$ cat src/design/ssbp_pkg.sv
// Shared types and constants for the soft-start bipolar pulse generator.
`default_nettype none

package ssbp_pkg;

  // Configuration register indexes
  localparam int unsigned CFG_IDX_W = 2;
  localparam logic [CFG_IDX_W-1:0] REG_HALF_PERIOD = 2'd0;
  localparam logic [CFG_IDX_W-1:0] REG_RAMP        = 2'd1;

  // Register reset values
  localparam longint unsigned HALF_PERIOD_RESET = 64'd10000;
  localparam longint unsigned RAMP_RESET        = 64'd5000000;

  // Output cycle segments, in order
  typedef enum logic [1:0] {
    SEG_A_ON  = 2'd0,
    SEG_A_OFF = 2'd1,
    SEG_B_ON  = 2'd2,
    SEG_B_OFF = 2'd3
  } seg_t;

  // Status of the serial multiply-divide unit
  typedef struct packed {
    logic busy;
    logic done;
  } md_status_t;

endpackage

`default_nettype wire

$ cat src/design/ssbp_if.sv
// Handshake interfaces for the tick input, drive output and configuration channels.
`default_nettype none

interface ssbp_in_if;
  logic valid;
  logic ready;
  logic tick;

  modport source (output valid, output tick, input ready);
  modport sink   (input valid, input tick, output ready);
endinterface

interface ssbp_out_if;
  logic valid;
  logic ready;
  logic phase_a;
  logic phase_b;
  logic ramp_done;

  modport source (output valid, output phase_a, output phase_b, output ramp_done,
                  input ready);
  modport sink   (input valid, input phase_a, input phase_b, input ramp_done,
                  output ready);
endinterface

interface ssbp_cfg_if #(
  parameter int unsigned DATA_W = 32
);
  logic                           valid;
  logic                           ready;
  logic [ssbp_pkg::CFG_IDX_W-1:0] idx;
  logic [DATA_W-1:0]              data;

  modport source (output valid, output idx, output data, input ready);
  modport sink   (input valid, input idx, input data, output ready);
endinterface

`default_nettype wire

$ cat src/design/soft_start_bipolar_pulse_gen.sv
// Two-phase inverter drive with linear soft start, one time-base tick per item.
//
// Channels: in_ch carries tick items, out_ch returns one item per input with
// phase_a, phase_b and ramp_done for that tick, cfg_ch writes half_period_ticks
// (index 0) and ramp_ticks (index 1); cfg_ch is always ready; the user must write it
// only while no item is in flight, which the block itself does not enforce.
// Sequence: an item that opens a segment runs the serial multiply-divide
// in ST_CALC when its tick is high and ramp_ticks is nonzero, then ST_FINISH
// registers its result once the output register is free. Any other item,
// and any item with tick low, goes from ST_IDLE straight to ST_FINISH.
// Throughput: one item at a time; in_ch.ready is high only while idle, so the
// rate is set by the divider at segment starts and by the output register
// turnaround elsewhere.
// Reset: the configuration registers take their reset values, the ramp count restarts at zero
// and the cycle restarts at the phase A on segment.
// Stall: a result waits in the output register until taken; a finished item
// holds in its last step until the output register is free.
`default_nettype none

module soft_start_bipolar_pulse_gen #(
  parameter int unsigned HALF_PERIOD_BITS = 20,
  parameter int unsigned RAMP_BITS        = 32
) (
  input wire logic   clk,
  input wire logic   rst_n,
  ssbp_in_if.sink    in_ch,
  ssbp_out_if.source out_ch,
  ssbp_cfg_if.sink   cfg_ch
);
  import ssbp_pkg::*;

  localparam int unsigned HB    = HALF_PERIOD_BITS;
  localparam int unsigned RB    = RAMP_BITS;
  localparam int unsigned CFG_W = (HB > RB) ? HB : RB;

  typedef enum logic [1:0] {
    ST_IDLE,
    ST_CALC,
    ST_FINISH
  } state_t;

  // Configuration
  logic [HB-1:0]    half_r;
  logic [RB-1:0]    ramp_r;
  logic [CFG_W-1:0] cfg_data;

  // Sequencer and cycle state
  state_t        state_r;
  logic          tick_r;
  logic [HB-1:0] on_r;
  logic [RB-1:0] elapsed_r;
  seg_t          seg_r;
  logic [HB-1:0] pos_r;
  logic [HB-1:0] len_r;
  logic          out_valid_r;
  logic          phase_a_r;
  logic          phase_b_r;
  logic          ramp_done_r;

  // Divider hookup
  logic          md_start;
  md_status_t    md_stat;
  logic [HB-1:0] md_q;
  logic [RB-1:0] e_clamped;

  // Finish step
  logic          in_fire;
  logic          slot_free;
  logic [HB-1:0] off_len;
  logic          found;
  seg_t          try_seg;
  seg_t          sel_seg;
  logic [HB-1:0] try_len;
  logic [HB-1:0] sel_len;
  seg_t          cur_seg;
  logic [HB-1:0] cur_len;
  logic          active;
  logic [HB-1:0] pos_inc;
  logic [HB-1:0] pos_nxt;
  seg_t          seg_nxt;
  logic [RB-1:0] elapsed_nxt;
  logic          phase_a_nxt;
  logic          phase_b_nxt;
  logic          ramp_done_nxt;

  assign cfg_ch.ready = 1'b1;
  assign cfg_data     = CFG_W'(cfg_ch.data);

  always_ff @(posedge clk) begin
    if (!rst_n) begin
      half_r <= HB'(HALF_PERIOD_RESET);
      ramp_r <= RB'(RAMP_RESET);
    end else if (cfg_ch.valid) begin
      case (cfg_ch.idx)
        REG_HALF_PERIOD: half_r <= cfg_data[HB-1:0];
        REG_RAMP:        ramp_r <= cfg_data[RB-1:0];
        default: ;
      endcase
    end
  end

  assign in_ch.ready = (state_r == ST_IDLE) && !md_stat.busy;
  assign in_fire     = in_ch.valid && in_ch.ready;
  assign slot_free   = !out_valid_r || out_ch.ready;

  assign e_clamped = (elapsed_r > ramp_r) ? ramp_r : elapsed_r;
  assign md_start  = in_fire && in_ch.tick && (pos_r == '0) && (ramp_r != '0);

  ssbp_muldiv #(
    .HB (HB),
    .RB (RB)
  ) u_muldiv (
    .clk    (clk),
    .rst_n  (rst_n),
    .start  (md_start),
    .h      (half_r),
    .e      (e_clamped),
    .r      (ramp_r),
    .status (md_stat),
    .q      (md_q)
  );

  // Skip zero-length segments, at most one full turn of the cycle
  always_comb begin
    off_len = half_r - on_r;
    found   = 1'b0;
    sel_seg = seg_r;
    sel_len = '0;
    for (int k = 0; k < 4; k++) begin
      try_seg = seg_t'(2'(seg_r) + 2'(k));
      try_len = try_seg[0] ? off_len : on_r;
      if (!found && (try_len != '0)) begin
        found   = 1'b1;
        sel_seg = try_seg;
        sel_len = try_len;
      end
    end

    if (pos_r == '0) begin
      active  = found;
      cur_seg = sel_seg;
      cur_len = sel_len;
    end else begin
      active  = 1'b1;
      cur_seg = seg_r;
      cur_len = len_r;
    end

    pos_inc = pos_r + 1'b1;
    seg_nxt = cur_seg;
    pos_nxt = '0;
    if (active) begin
      if (pos_inc >= cur_len) begin
        seg_nxt = seg_t'(2'(cur_seg) + 2'd1);
      end else begin
        pos_nxt = pos_inc;
      end
    end

    elapsed_nxt = (elapsed_r < ramp_r) ? (elapsed_r + 1'b1) : ramp_r;

    if (tick_r) begin
      phase_a_nxt   = active && (cur_seg == SEG_A_ON);
      phase_b_nxt   = active && (cur_seg == SEG_B_ON);
      ramp_done_nxt = (elapsed_nxt >= ramp_r);
    end else begin
      phase_a_nxt   = (seg_r == SEG_A_ON);
      phase_b_nxt   = (seg_r == SEG_B_ON);
      ramp_done_nxt = (elapsed_r >= ramp_r);
    end
  end

  always_ff @(posedge clk) begin
    if (!rst_n) begin
      state_r     <= ST_IDLE;
      elapsed_r   <= '0;
      seg_r       <= SEG_A_ON;
      pos_r       <= '0;
      len_r       <= '0;
      out_valid_r <= 1'b0;
    end else begin
      // The finish step refills the slot itself
      if (out_valid_r && out_ch.ready && (state_r != ST_FINISH)) begin
        out_valid_r <= 1'b0;
      end
      case (state_r)
        ST_IDLE: begin
          if (in_fire) begin
            tick_r <= in_ch.tick;
            if (md_start) begin
              state_r <= ST_CALC;
            end else begin
              on_r    <= half_r;
              state_r <= ST_FINISH;
            end
          end
        end
        ST_CALC: begin
          if (md_stat.done) begin
            on_r    <= md_q;
            state_r <= ST_FINISH;
          end
        end
        ST_FINISH: begin
          // Hold until the output register is free
          if (slot_free) begin
            out_valid_r <= 1'b1;
            phase_a_r   <= phase_a_nxt;
            phase_b_r   <= phase_b_nxt;
            ramp_done_r <= ramp_done_nxt;
            if (tick_r) begin
              seg_r     <= seg_nxt;
              pos_r     <= pos_nxt;
              len_r     <= cur_len;
              elapsed_r <= elapsed_nxt;
            end
            state_r <= ST_IDLE;
          end
        end
        default: state_r <= ST_IDLE;
      endcase
    end
  end

  assign out_ch.valid     = out_valid_r;
  assign out_ch.phase_a   = phase_a_r;
  assign out_ch.phase_b   = phase_b_r;
  assign out_ch.ramp_done = ramp_done_r;

endmodule

`default_nettype wire

$ cat src/design/ssbp_muldiv.sv
// Serial multiply-divide: q = floor(h * e / r) for e <= r, r > 0, a doubling step and an add step per bit of h.
`default_nettype none

module ssbp_muldiv #(
  parameter int unsigned HB = 20,
  parameter int unsigned RB = 32
) (
  input  wire logic                 clk,
  input  wire logic                 rst_n,
  input  wire logic                 start,
  input  wire logic [HB-1:0]        h,
  input  wire logic [RB-1:0]        e,
  input  wire logic [RB-1:0]        r,
  output ssbp_pkg::md_status_t      status,
  output logic      [HB-1:0]        q
);
  import ssbp_pkg::*;

  localparam int unsigned IDX_W = $clog2(HB);

  logic             busy_r;
  logic             done_r;
  logic             step_b_r;
  logic [IDX_W-1:0] bit_r;
  logic [HB-1:0]    h_r;
  logic [RB-1:0]    e_r;
  logic [RB-1:0]    r_r;
  logic [RB-1:0]    rem_r;
  logic [HB-1:0]    q_r;

  logic             hbit;
  logic [RB:0]      sum;
  logic [RB:0]      diff;
  logic             ge;
  logic [RB-1:0]    rem_nxt;
  logic [HB-1:0]    q_nxt;

  // One adder for the add step and one compare-subtract shared by the doubling and the add steps
  always_comb begin
    hbit = h_r[bit_r];
    if (step_b_r) begin
      sum = {1'b0, rem_r} + (hbit ? {1'b0, e_r} : {(RB+1){1'b0}});
    end else begin
      sum = {rem_r, 1'b0};
    end
    ge      = (sum >= {1'b0, r_r});
    diff    = sum - {1'b0, r_r};
    rem_nxt = ge ? diff[RB-1:0] : sum[RB-1:0];
    if (step_b_r) begin
      q_nxt = q_r + HB'(ge);
    end else begin
      q_nxt = {q_r[HB-2:0], ge};
    end
  end

  always_ff @(posedge clk) begin
    if (!rst_n) begin
      busy_r   <= 1'b0;
      done_r   <= 1'b0;
      step_b_r <= 1'b0;
      bit_r    <= '0;
    end else begin
      done_r <= 1'b0;
      if (start) begin
        busy_r   <= 1'b1;
        step_b_r <= 1'b0;
        bit_r    <= IDX_W'(HB - 1);
      end else if (busy_r) begin
        step_b_r <= ~step_b_r;
        if (step_b_r) begin
          if (bit_r == '0) begin
            busy_r <= 1'b0;
            done_r <= 1'b1;
          end else begin
            bit_r <= bit_r - 1'b1;
          end
        end
      end
    end
  end

  always_ff @(posedge clk) begin
    if (start) begin
      h_r   <= h;
      e_r   <= e;
      r_r   <= r;
      rem_r <= '0;
      q_r   <= '0;
    end else if (busy_r) begin
      rem_r <= rem_nxt;
      q_r   <= q_nxt;
    end
  end

  assign status.busy = busy_r;
  assign status.done = done_r;
  assign q           = q_r;

endmodule

`default_nettype wire

$ cat src/flat_wrapper.sv
// flat-port wrapper written by rule: the top's interface ports become plain ports
module soft_start_bipolar_pulse_gen_flat import ssbp_pkg::*;
#(
  parameter int unsigned HALF_PERIOD_BITS = 20,
  parameter int unsigned RAMP_BITS        = 32
)
  (clk, rst_n, in_ch_valid, in_ch_tick, in_ch_ready, out_ch_valid, out_ch_phase_a, out_ch_phase_b, out_ch_ramp_done, out_ch_ready, cfg_ch_valid, cfg_ch_idx, cfg_ch_data, cfg_ch_ready);
  ssbp_in_if in_ch_i ();
  ssbp_out_if out_ch_i ();
  ssbp_cfg_if cfg_ch_i ();
  input wire logic clk;
  input wire logic rst_n;
  input wire logic [$bits(in_ch_i.valid)-1:0] in_ch_valid;
  input wire logic [$bits(in_ch_i.tick)-1:0] in_ch_tick;
  output wire logic [$bits(in_ch_i.ready)-1:0] in_ch_ready;
  output wire logic [$bits(out_ch_i.valid)-1:0] out_ch_valid;
  output wire logic [$bits(out_ch_i.phase_a)-1:0] out_ch_phase_a;
  output wire logic [$bits(out_ch_i.phase_b)-1:0] out_ch_phase_b;
  output wire logic [$bits(out_ch_i.ramp_done)-1:0] out_ch_ramp_done;
  input wire logic [$bits(out_ch_i.ready)-1:0] out_ch_ready;
  input wire logic [$bits(cfg_ch_i.valid)-1:0] cfg_ch_valid;
  input wire logic [$bits(cfg_ch_i.idx)-1:0] cfg_ch_idx;
  input wire logic [$bits(cfg_ch_i.data)-1:0] cfg_ch_data;
  output wire logic [$bits(cfg_ch_i.ready)-1:0] cfg_ch_ready;
  assign in_ch_i.valid = in_ch_valid;
  assign in_ch_i.tick = in_ch_tick;
  assign in_ch_ready = in_ch_i.ready;
  assign out_ch_valid = out_ch_i.valid;
  assign out_ch_phase_a = out_ch_i.phase_a;
  assign out_ch_phase_b = out_ch_i.phase_b;
  assign out_ch_ramp_done = out_ch_i.ramp_done;
  assign out_ch_i.ready = out_ch_ready;
  assign cfg_ch_i.valid = cfg_ch_valid;
  assign cfg_ch_i.idx = cfg_ch_idx;
  assign cfg_ch_i.data = cfg_ch_data;
  assign cfg_ch_ready = cfg_ch_i.ready;
  soft_start_bipolar_pulse_gen #(.HALF_PERIOD_BITS(HALF_PERIOD_BITS), .RAMP_BITS(RAMP_BITS)) u_core (.clk(clk), .rst_n(rst_n), .in_ch(in_ch_i), .out_ch(out_ch_i), .cfg_ch(cfg_ch_i));
endmodule
$ cat config.mk
export PLATFORM = sky130hd
export DESIGN_NAME = soft_start_bipolar_pulse_gen_flat
export DESIGN_NICKNAME = d
export VERILOG_FILES = /design/src/design/ssbp_pkg.sv /design/src/design/ssbp_if.sv /design/src/design/soft_start_bipolar_pulse_gen.sv /design/src/design/ssbp_muldiv.sv /design/src/flat_wrapper.sv
export SDC_FILE = /design/constraint.sdc
export NUM_CORES = 1
export LEC_CHECK = 0
export ABC_AREA = 1
export BUFFER_PORTS_ARGS = -buffer_cell sky130_fd_sc_hd__buf_2
export CORE_MARGIN = 8
export CORE_UTILIZATION = 58
export CTS_CLUSTER_DIAMETER = 150
export DETAILED_ROUTE_END_ITERATION = 10
export PLACE_DENSITY = 0.77
export SLEW_MARGIN = 25
export SYNTH_ARGS = -nofsm -noshare
export SYNTH_HDL_FRONTEND = slang
export SYNTH_HIERARCHICAL = 1
export SYNTH_SLANG_ARGS = --single-unit
export TNS_END_PERCENT = 5
$ cat constraint.sdc
create_clock -name clk -period 9.1 [get_ports clk]
set_clock_uncertainty 0.1 [all_clocks]
set_input_delay 2.275 -clock clk [delete_from_list [all_inputs] [get_ports clk]]
set_output_delay 2.275 -clock clk [all_outputs]
set_load 0.005 [all_outputs]
==> results.yml <==
sta:
  setup_viol: 0
  slew_viol_final: 0
  hold_violations: 0
  grt_setup_unrepaired: "false"
  finalSetupTns_ns: 0
  worstMarginPinSlew_ns: 0.991
  fin_ws_ns: 1.70
  fmax_mhz: 135
  relSlewSlack: 0.339
  finalCriticalPeriod_ns: 7.40
  period_share: 0.813
yosys:
  syn-cell-area_sq_mm: 0.0238
  synthSimpleGateAreaFrac: 0.326
  avgSynthCellArea_sq_um: 6.52
  async_flop_share: 0
  yosys.area_share.adder: 0.0962
  synth_edf_count: 108
  seq_area_frac_synth: 0.296
  yosys_warnings: 6
  synth_seq_cells: 297
  synth-compound-area-share: 0.137
  ys.flop_type: "dfxtp_1"
  synth-xor-area-share: 0.0262
  synthMuxAreaShare: 0
  ys_types: 59
  synth_top_family_by_area: "simple AND/OR/NAND/NOR gates"
  syn_inst: 3645
  synth.net_count: 3866
detailed_routing:
  vias: 23200
  viasPerCell: 5.54
  post_drt_wl_per_cell_um: 16.6
  firstDrtPassIters: 5
  wirelength_mm: 69.6
  first_iter_violations: 2294
  postRouteAntennaNets: 0
  drc: 0
setup_path:
  r2r_slack_ns: 1.70
  cp-end-kind: "register"
  cpPeakStageDelay_ns: 0.73
  reg2reg_depth: 45
  regToRegStartpoint: "u_core/u_muldiv/bit_r[0]"
  path_class: "reg -> reg"
  arrival_ns: 7.71
  cp-endpoint: "u_core/u_muldiv/q[18]"
  cp-start-kind: "register"
  crit_top_cell: "nand2_1"
  rr_endpoint: "u_core/u_muldiv/q[18]"
  critPathMaxFanout: 32
  worstPathRequired_ns: 9.40
  crit_slowest_cell: "clkinv_1"
  timing.critical_path.from: "u_core/u_muldiv/bit_r[0]"
floorplanning:
  num_rows: 74
  die_height_um: 218
  pin_count: 46
  die_area_sq_mm: 0.0477
  die_w_um: 218
  core_area_sq_mm: 0.0406
  start_util: 0.585
pwr:
  p_leak_nw: 12.7
  power_frac_seq: 0.233
  p_comb_frac: 0.601
  power_density_mw_per_mm2: 339
  p_clk_frac: 0.166
  ir_worst_vdd_uv: 221
  total_power_mw: 8.63
  swShare: 0.507
  switchingPower_mw: 4.37
  p_int_mw: 4.25
clock_network:
  cts_tree: "yes"
  cts.reportedPaths.clkPinSlew_ns: 0.06
  postCtsHoldBufs: 0
  cts-buffers-inserted: 35
  clock_sinks: 297
  htree_levels: 2
  clockBufferDepth: 3
  post_cts_resize_count: 0
  worstSkewPairLatency_ns: 0.56
  postCtsSetupBuffers: 0
  ctsRootBufferMaster: "clkbuf_16"
place:
  placed_cell_area_sq_mm: 0.0243
  port_buffers: 44
  dp.final_hpwl_mm: 54.0
  preCtsSetupSlack_ns: 1.81
  gp_congestion: 0.999
global_route:
  grt_pass1_vias: 20600
  grt_pass1_wl_mm: 109
  use_met3: 0.0424
  antenna_found_initial: 1
  grt_max_degree: 139
  grt_busiest_layer: "met1"
  met2_usage: 0.412
  grtUsageMet1: 0.431
  grt_overflow: 0
  grt_use_total: 0.284
job:
  cap_viol_max_count: 0
finish:
  antenna_cells: 0
  post_route_cells_drive_above_1_share: 0.0741
  final_nets: 3850
  utilization: 0.626
  final_area_sq_mm: 0.0255
  syn2layout_area_growth_pct: 7.11
hold_path:
  hold_path.startpoint: "u_core/half_r[0]"
  holdCritPathClass: "reg -> reg"
  min_path_cells: 0
run_status:
  status: "completed"
## cells in the final DEF (no fill, tap or decap), drive strengths merged, types with 2 or more instances in the layout
cell type	synthesis	final
nand2	1073	1073
inv	611	613
nor2	318	318
a21oi	246	246
o21ai	235	235
nand3	232	232
dfxtp	189	189
ha	178	178
edfxtp	108	108
buf	38	59
nand4	49	49
clkbuf	74	49
xor2	46	46
nor3	45	45
o22ai	27	27
nor4	26	26
xnor2	25	25
or2	18	18
o211ai	17	17
a31oi	16	16
a211oi	14	14
nand3b	13	13
clkinv	3	11
o21a	10	10
o21bai	8	8
and2	5	5
nor3b	4	4
bufinv	0	3
o31ai	3	3
a21o	3	3
fa	3	3
a221oi	2	2
## final cells by class
class                           instances  area [sq um]
Sequential cell                       297          7030
Multi-Input combinational cell       2622         13900
Timing Repair Buffer                   59           345
Clock buffer                           49           978
Tap cell                              532           666
Fill cell                            3851         15200
Clock inverter                         14           200
Inverter                              614          2310
## flip-flops by register name (all words and copies together), names as in the netlist, 2 cells and up
name	cells
u_core/half_r	20
u_core/u_muldiv/q	20
u_core/u_muldiv/bit_r	5
u_core/u_muldiv/e_r	32
u_core/seg_r	2
u_core/pos_r	20
u_core/u_muldiv/rem_r	32
u_core/len_r	20
u_core/elapsed_r	32
u_core/u_muldiv/r_r	32
u_core/ramp_r	32
u_core/u_muldiv/h_r	20
u_core/state_r	2
u_core/on_r	20
## power by group through the flow
stage               registers [mW]  logic [mW]  clock network (mW)
CTS                           1.99        5.10                1.46
detailed placement            2.01        5.06                   0
global route                  2.04        5.83                1.50
global placement              2.01        5.02                   0
finish                        2.01        5.18                1.43
floorplan                     1.92        3.99                   0
## critical path, delay by kind of cell, from the launching register on
family	cells	cell delay, ns
fa+ha+maj	5	1.38
compound gates	6	0.93
simple gates	29	3.14
xor+xnor	1	0.16
flops	1	0.40
buf+inv	4	1.15
## cells by family (layout without fill, tap and decap cells)
family / count (synthesis) / count (layout)
flops: 297 / 297
buf+inv: 726 / 736
xor+xnor: 71 / 71
simple gates: 1786 / 1786
other cells: 1 / 1
fa+ha+maj: 181 / 181
compound gates: 583 / 583
## worst min path at each step
stage / endpoint / slack [ns]
4_1_cts: u_core/u_muldiv/h_r[0] / 0.34
6_report: u_core/u_muldiv/h_r[0] / 0.34
5_1_grt: u_core/u_muldiv/h_r[0] / 0.36
3_3_place_gp: u_core/u_muldiv/h_r[0] / 0.32
2_1_floorplan: u_core/u_muldiv/h_r[0] / 0.31
3_5_place_dp: u_core/u_muldiv/h_r[0] / 0.33
## stage by stage
step                      hold WS (ns)  std cells
final                            0.343       4187
after global routing             0.358       4187
after detailed placement         0.331       4124
after CTS                        0.344       4187
after floorplan                  0.308       3645
after global placement           0.315       4124
## synth_stat cells (38+ instances only)
cell type	count	area share
nand2_1	1044	0.16
nand4_1	49	0.013
a21oi_1	230	0.048
inv_1	588	0.093
nor2_1	284	0.045
nand3_1	217	0.046
clkbuf_1	74	0.012
dfxtp_1	189	0.16
nor3_1	38	0.0080
edfxtp_1	108	0.14
ha_1	178	0.094
o21ai_0	227	0.048
xor2_1	46	0.017
## per-layer routing
metal	vias up	part of all wire	wire [um]
li1	11700	-	-
met1	10500	0.48	33300
met2	895	0.41	28400
met3	89	0.091	6340
met4	2	0.022	1510
met5	-	0.00019	13
No activity file was read; power rests on OpenSTA's default activity.
